$ cat src/design/memory_pressure_classifier_core_macros.svh
// Assertion macros for the memory pressure classifier core.
`ifndef MEMORY_PRESSURE_CLASSIFIER_CORE_MACROS_SVH
`define MEMORY_PRESSURE_CLASSIFIER_CORE_MACROS_SVH
`ifndef SYNTHESIS
`define MPC_ASSERT_ALWAYS(label, expr) \
  label: assert property (@(posedge clk) disable iff (!rst_n) (expr)) \
    else $error("mpc assertion failed");
`define MPC_ASSERT_IMPLIES(label, ante, cons) \
  label: assert property (@(posedge clk) disable iff (!rst_n) (ante) |-> (cons)) \
    else $error("mpc assertion failed");
`else
`define MPC_ASSERT_ALWAYS(label, expr)
`define MPC_ASSERT_IMPLIES(label, ante, cons)
`endif
`endif

$ cat src/design/mpc_pkg.sv
// Types, constants and helpers shared by the memory pressure classifier.
package mpc_pkg;

  localparam int unsigned WordW = 64;
  localparam int unsigned PctW  = 7;
  localparam int unsigned ProdW = WordW + PctW;
  localparam int unsigned SumW  = WordW + 2;
  localparam int unsigned Rows  = 5;

  localparam logic [PctW-1:0] PctScale    = 7'd100;
  localparam logic [PctW-1:0] DefElevated = 7'd50;
  localparam logic [PctW-1:0] DefHigh     = 7'd75;
  localparam logic [PctW-1:0] DefCritical = 7'd90;

  localparam logic [1:0] CfgElevated = 2'd0;
  localparam logic [1:0] CfgHigh     = 2'd1;
  localparam logic [1:0] CfgCritical = 2'd2;

  // largest signed word divided by 100
  localparam logic signed [WordW-1:0] HugeUsage = 64'sd92233720368547758;
  localparam logic [SumW-1:0] SumMax = {3'b000, {(WordW-1){1'b1}}};
  localparam logic signed [WordW-1:0] Unknown = -64'sd1;

  typedef enum logic [2:0] {
    BASIS_NONE  = 3'd0,
    BASIS_SOFT  = 3'd1,
    BASIS_HARD  = 3'd2,
    BASIS_AVAIL = 3'd3,
    BASIS_TOTAL = 3'd4
  } basis_t;

  typedef enum logic [1:0] {
    LVL_NOMINAL  = 2'd0,
    LVL_ELEVATED = 2'd1,
    LVL_HIGH     = 2'd2,
    LVL_CRITICAL = 2'd3
  } level_t;

  typedef struct packed {
    logic [PctW-1:0] te;
    logic [PctW-1:0] th;
    logic [PctW-1:0] tc;
  } thresh_t;

  typedef struct packed {
    basis_t                    basis;
    logic signed [WordW-1:0]   used;
    logic signed [WordW-1:0]   limit;
    logic signed [WordW-1:0]   charged;
    logic signed [WordW-1:0]   droppable;
  } usage_t;

  function automatic logic [PctW-1:0] pick_pct(input logic [PctW-1:0] r,
                                               input logic [PctW-1:0] def);
    pick_pct = (r == '0 || r > PctScale) ? def : r;
  endfunction

  function automatic thresh_t effective(input logic [PctW-1:0] e,
                                        input logic [PctW-1:0] h,
                                        input logic [PctW-1:0] c);
    thresh_t t;
    t.te = pick_pct(e, DefElevated);
    t.th = pick_pct(h, DefHigh);
    t.tc = pick_pct(c, DefCritical);
    if (!(t.te < t.th && t.th < t.tc)) begin
      t.te = DefElevated;
      t.th = DefHigh;
      t.tc = DefCritical;
    end
    effective = t;
  endfunction

endpackage

$ cat src/design/mpc_classify.sv
// Percentage classification: scaled multiplies, then threshold compares.
module mpc_classify (
  input  logic                clk,
  input  logic                rst_n,
  input  logic                in_valid,
  input  mpc_pkg::usage_t     in_usage,
  input  mpc_pkg::thresh_t    thr,
  output logic                out_valid,
  output mpc_pkg::usage_t     out_usage,
  output mpc_pkg::level_t     out_level
);

  logic                          m_valid_r;
  mpc_pkg::usage_t               m_usage_r;
  logic                          m_huge_r;
  logic                          m_skip_r;
  logic [mpc_pkg::ProdW-1:0]     m_scaled_r;
  logic [mpc_pkg::ProdW-1:0]     m_lim_e_r;
  logic [mpc_pkg::ProdW-1:0]     m_lim_h_r;
  logic [mpc_pkg::ProdW-1:0]     m_lim_c_r;

  logic                          o_valid_r;
  mpc_pkg::usage_t               o_usage_r;
  mpc_pkg::level_t               o_level_r;
  mpc_pkg::level_t               level_nxt;

  logic [mpc_pkg::ProdW-1:0]     used_ext;
  logic [mpc_pkg::ProdW-1:0]     limit_ext;

  assign used_ext  = {{mpc_pkg::PctW{1'b0}}, in_usage.used};
  assign limit_ext = {{mpc_pkg::PctW{1'b0}}, in_usage.limit};

  // floor(used*100/limit) >= t  <=>  used*100 >= t*limit
  always_ff @(posedge clk) begin
    if (!rst_n) begin
      m_valid_r <= 1'b0;
    end else begin
      m_valid_r <= in_valid;
    end
    m_usage_r  <= in_usage;
    m_huge_r   <= in_usage.used > mpc_pkg::HugeUsage;
    m_skip_r   <= in_usage.used < 0 || in_usage.limit <= 0;
    m_scaled_r <= used_ext * mpc_pkg::ProdW'(mpc_pkg::PctScale);
    m_lim_e_r  <= limit_ext * mpc_pkg::ProdW'(thr.te);
    m_lim_h_r  <= limit_ext * mpc_pkg::ProdW'(thr.th);
    m_lim_c_r  <= limit_ext * mpc_pkg::ProdW'(thr.tc);
  end

  always_comb begin
    if (m_skip_r) begin
      level_nxt = mpc_pkg::LVL_NOMINAL;
    end else if (m_huge_r || m_scaled_r >= m_lim_c_r) begin
      level_nxt = mpc_pkg::LVL_CRITICAL;
    end else if (m_scaled_r >= m_lim_h_r) begin
      level_nxt = mpc_pkg::LVL_HIGH;
    end else if (m_scaled_r >= m_lim_e_r) begin
      level_nxt = mpc_pkg::LVL_ELEVATED;
    end else begin
      level_nxt = mpc_pkg::LVL_NOMINAL;
    end
  end

  always_ff @(posedge clk) begin
    if (!rst_n) begin
      o_valid_r <= 1'b0;
    end else begin
      o_valid_r <= m_valid_r;
    end
    o_usage_r <= m_usage_r;
    o_level_r <= level_nxt;
  end

  assign out_valid = o_valid_r;
  assign out_usage = o_usage_r;
  assign out_level = o_level_r;

endmodule

$ cat config.mk
export PLATFORM = sky130hd
export DESIGN_NAME = mpc_classify
export DESIGN_NICKNAME = d
export VERILOG_FILES = /design/src/design/memory_pressure_classifier_core_macros.svh /design/src/design/mpc_pkg.sv /design/src/design/mpc_classify.sv
export SDC_FILE = /design/constraint.sdc
export NUM_CORES = 2
export LEC_CHECK = 0
export BUFFER_PORTS_ARGS = -buffer_cell sky130_fd_sc_hd__buf_2
export CAP_MARGIN = 25
export CORE_ASPECT_RATIO = 1.25
export CORE_MARGIN = 4
export CORE_UTILIZATION = 50
export CTS_BUF_LIST = sky130_fd_sc_hd__clkbuf_4 sky130_fd_sc_hd__clkbuf_8
export DETAILED_ROUTE_END_ITERATION = 16
export PLACE_DENSITY_LB_ADDON = 0.2
export SYNTH_ARGS = -nofsm -noshare
export SYNTH_HDL_FRONTEND = slang
export SYNTH_SLANG_ARGS = --single-unit
$ cat constraint.sdc
create_clock -name clk -period 13.1 [get_ports clk]
set_input_delay 1.31 -clock clk [delete_from_list [all_inputs] [get_ports clk]]
set_output_delay 1.31 -clock clk [all_outputs]
set_load 0.03 [all_outputs]
-- Word level (Yosys, flattened, before mapping)
Cells that the tools add are included.
- multiply operators: 4
- order comparisons: 6
- muxes and demuxes: 3
- reduce and logical (&&, ||, !) cells: 2
- operator list (cell ; number):
    $ge A71 B71 Y1 ; 3
    $mul A64 B7 Y71 ; 3
    $mul A64 B5 Y69 const B ; 1
    $gt A64 B58 Y1 const B ; 1
    $le A64 B1 Y1 const B ; 1
    $lt A64 B1 Y1 const B ; 1
    $mux W2 ; 2
    $logic_or A1 B1 Y1 ; 2
    $mux W1 ; 1
- input bits: 283
- register bits: 806
- word-level logic and storage cells: 34
- output and inout bits: 262

-- Depth between registers and ports, before layout
- word-level depth: 4
- gate-level depth with buffers: 23
- depth with buffers taken out: 21

-- Worst setup path after synthesis
Ideal clock, no wire load.
- kind: input to register
- start: in thr[12] in the netlist's numbering
- end: reg m_lim_h_r[55] in the netlist's numbering
- data required time: 12.977 ns
- path slack: 6.399 ns
- arrival time: 6.578 ns
- cell stages on the path: 22
- cell sequence: clkbuf_1 -> clkbuf_1 -> and2_1 -> fa_1 -> fa_1 -> fa_1 -> inv_1 -> fa_1 -> inv_1 -> ha_1 -> clkbuf_1 -> a21oi_1 -> o21ai_1 -> or3b_1 -> a221oi_2 -> nand3_1 -> a21boi_2 -> o221a_2 -> o31ai_1 -> a311oi_1 -> o21ai_1 -> xor2_1
- cells in the longest elaborated chain, start to end: 1
- ends and longest elaborated chain (item ; line ; RTL):
    from (decl) ; mpc_classify.sv:7 ; input mpc_pkg::thresh_t thr,
    $mul A64 B7 Y71 ; mpc_classify.sv:45 ; m_lim_h_r <= limit_ext * mpc_pkg::ProdW'(thr.th);
    to (signal assigned) ; mpc_classify.sv:45 ;
    to (decl) ; mpc_classify.sv:19 ; logic [mpc_pkg::ProdW-1:0] m_lim_h_r;
Every way passes these cells.
A chain may end at the register's enable or synchronous reset.

-- Worst setup path in the final report
- start: in thr[12] in the netlist's numbering
- end: reg m_lim_h_r[70] in the netlist's numbering
Same word-level chain as after synthesis.

==> results_dict.tcl <==
set metrics [dict create \
    synth_cells 7642 \
    cts_max_level 4 \
    end_kind "flip-flop" \
    final_nets 9969 \
    drc 0 \
    synth.area.top_cells "fa_1 (27%), dfxtp_1 (22%), ha_1 (12%)" \
    syn_nets 9613 \
    peakVddDrop_mv 0.1326 \
    yosysTopAreaCellShare_pct 27.40 \
    synth.distinct_cells 85 \
    cts_buffer_depth 3 \
    p_leak_nw 40.53 \
    ant_nets 0 \
    grt_usage_pct 28.04 \
    die_h_um 432.4 \
    netlist_area_um2 72030 \
    synth-edff-count 0 \
    critPathKind "input pin to flip-flop" \
    grt-ovfl-total 0 \
    timing.final.crit_share_pct 53.79 \
    drive_gt1_share_pct 10.55 \
    startpoint_type "input pin" \
    hold_violations 0 \
    required_ns 13.88 \
    root_buffer "clkbuf_8" \
    worst_hold_slack_ns 0.3178 \
    cts_tree "done" \
    worst_slew_pin_slew_ns 0.9504 \
    synth_simple_gate_area_share_pct 16.19 \
    synth_compound_area_share_pct 10.07 \
    die_w_um 347.5 \
    post_cts_buffers 0 \
    synthTopCellsByCount "inv_1 (1,296), and2_1 (1,107), fa_1 (986)" \
    yosysSeqAreaShare_pct 22.32 \
    clkTransAtPathRegs_ns 0.06 \
    synthAdderAreaFrac_pct 39.60 \
    numCtsBuffers 134 \
    synth_top_family_by_area "adder cells" \
    insertion_delay_ns 0.91 \
    fin_skew_ns 0.04477 \
    cts_resized 0 \
    min_path_cells 0 \
    powerDensity_nw_per_um2 221.0 \
    grt_first_pass_wirelength_um 326500 \
    yosysMostFrequentCell "inv_1" \
    ys.flop_type "dfxtp_1" \
    synthMuxAreaShare_pct 0 \
    drt_pass1_iterations 5 \
    placeableCoreArea_um2 142900 \
    slew_violations 0 \
    yosysTopAreaCell "fa_1" \
    antenna_found_initial 35 \
    cts_sinks 803 \
    hold_class "flip-flop to flip-flop" \
    status "finished clean" \
    grt_start_max_net_pins 65 \
    arrival_ns 7.82 \
    io_pins 545 \
    dr_total_vias 53553 \
    async_reset_ff_share_pct 0 \
    fmax_mhz 141.9 \
    dr.first_iter.drc_count 2857 \
    area_growth_pct 9.731 \
    routed_wl_um 209400 \
    viasPerCell 5.362 \
    setup_viol 0 \
    hpwl_um 162900 \
    synth-xor-area-share_pct 3.198 \
    gp_congestion 0.9393 \
    ys_ff_latch 803 \
    initial_core_util_pct 50.39 \
    portBuffers 544 \
    yosys_warnings 0 \
    num_rows 155 \
    setup_tns_ns 0 \
    dieArea_um2 150200 \
    rsz0062_at_grt "no" \
    slew_headroom_pct 36.06 \
    cts_hold_buf 0 \
    synth_area_per_cell_um2 9.425 \
    reg2reg_depth 12 \
    path_max_fanout 64 \
    grt_pass1_vias 57524 \
    min_period_ns 7.047 \
    max-cap-violations 0 \
    wl_per_cell_um 20.96 \
]
-- kinds of logic after synthesis --
kind of cell,Yosys count
adders and majority gates,1688
DFF,803
xor gates and xnor gates,263
AOI/OAI and AO/OA,1122
and+or+nand+nor,2114
buffers and inverters,1652
-- placed cells by master (no fill, tap or decap), types with 120 or more instances in the layout --
master    Yosys  layout
fa_1        986     986
o21ai_0     186     186
a21oi_1     366     366
nand2_1     452     452
a21o_1      249     249
nor2_1      146     146
nand4_1     120     120
buf_2         6     544
ha_1        702     702
dfxtp_1     803     803
and2_1     1107    1107
inv_1      1296    1296
clkbuf_8      0     159
xnor2_1     164     164
-- power by group --
part	internal [W]	switching, W
clock	0.00141	0.00110
combinational	0.00434	0.00722
sequential	0.00309	0.000310
total	0.00884	0.00863
-- sequential cells by signal, indices dropped and copies added, names as in the netlist --
register    cells
m_valid_r       1
m_skip_r        1
out_usage     259
m_huge_r        1
m_usage_r     259
m_lim_c_r      71
m_scaled_r     66
m_lim_h_r      71
out_valid       1
out_level       2
m_lim_e_r      71
-- area by class of cell --
class	count	area, um2
fillers	12857	63890
multi-input cells	5187	49750
flip-flops and latches	803	16080
inverters	1296	4865
repair buffers	576	2972
clock buffers	184	2376
well taps	1884	2357
clock inverters	50	629.4
diodes	7	17.52
-- critical path, cell delays in order --
cell      delay [ns]
buf_2           0.08
buf_4           0.49
and2_1          0.24
fa_1            0.45
fa_1            0.52
fa_1            0.54
inv_1           0.05
fa_1            0.55
inv_1           0.05
ha_1            0.39
a21oi_1         0.23
o21ai_0         0.14
a31oi_1         0.22
nor3b_1         0.56
o22ai_1         0.37
a21oi_2         0.36
o21ai_0         0.25
a221oi_1        0.45
o21ai_0         0.17
a21oi_1         0.19
xnor2_1         0.13
-- stage by stage --
stage               util, %  setup WS, ns  std cells  total power, W  instance area (um2)
floorplan                 -         6.399       7642         0.01130                72030
global placement      53.17         5.079       9744         0.01462                75990
detailed placement    53.18         5.185       9746         0.01480                76020
CTS                   55.29         6.155       9980         0.01743                79020
global route          55.29         5.743       9982         0.01908                79030
finish                55.30         6.054       9987         0.01747                79040
-- routing by layer --
| metal | track usage, % | vias up | wire (um) |
|---|---|---|---|
| li1 | - | 24790 | - |
| met1 | 35.06 | 26535 | 85170 |
| met2 | 47.54 | 1871 | 99870 |
| met3 | 6.724 | 347 | 16780 |
| met4 | 9.674 | 10 | 7474 |
| met5 | 0 | - | 85 |
-- path summary, 6_finish.rpt --
path	start	to	slack (ns)
min reg2reg	m_usage_r[181]$_DFF_P_	out_usage[181]$_DFF_P_	0.32
min	m_usage_r[181]$_DFF_P_	out_usage[181]$_DFF_P_	0.32
max	thr[12]	m_lim_h_r[70]$_DFF_P_	6.05
max reg2reg	m_usage_r[192]$_DFF_P_	out_level[1]$_SDFF_PP0_	9.20
Power figures use the tool's default switching activity.
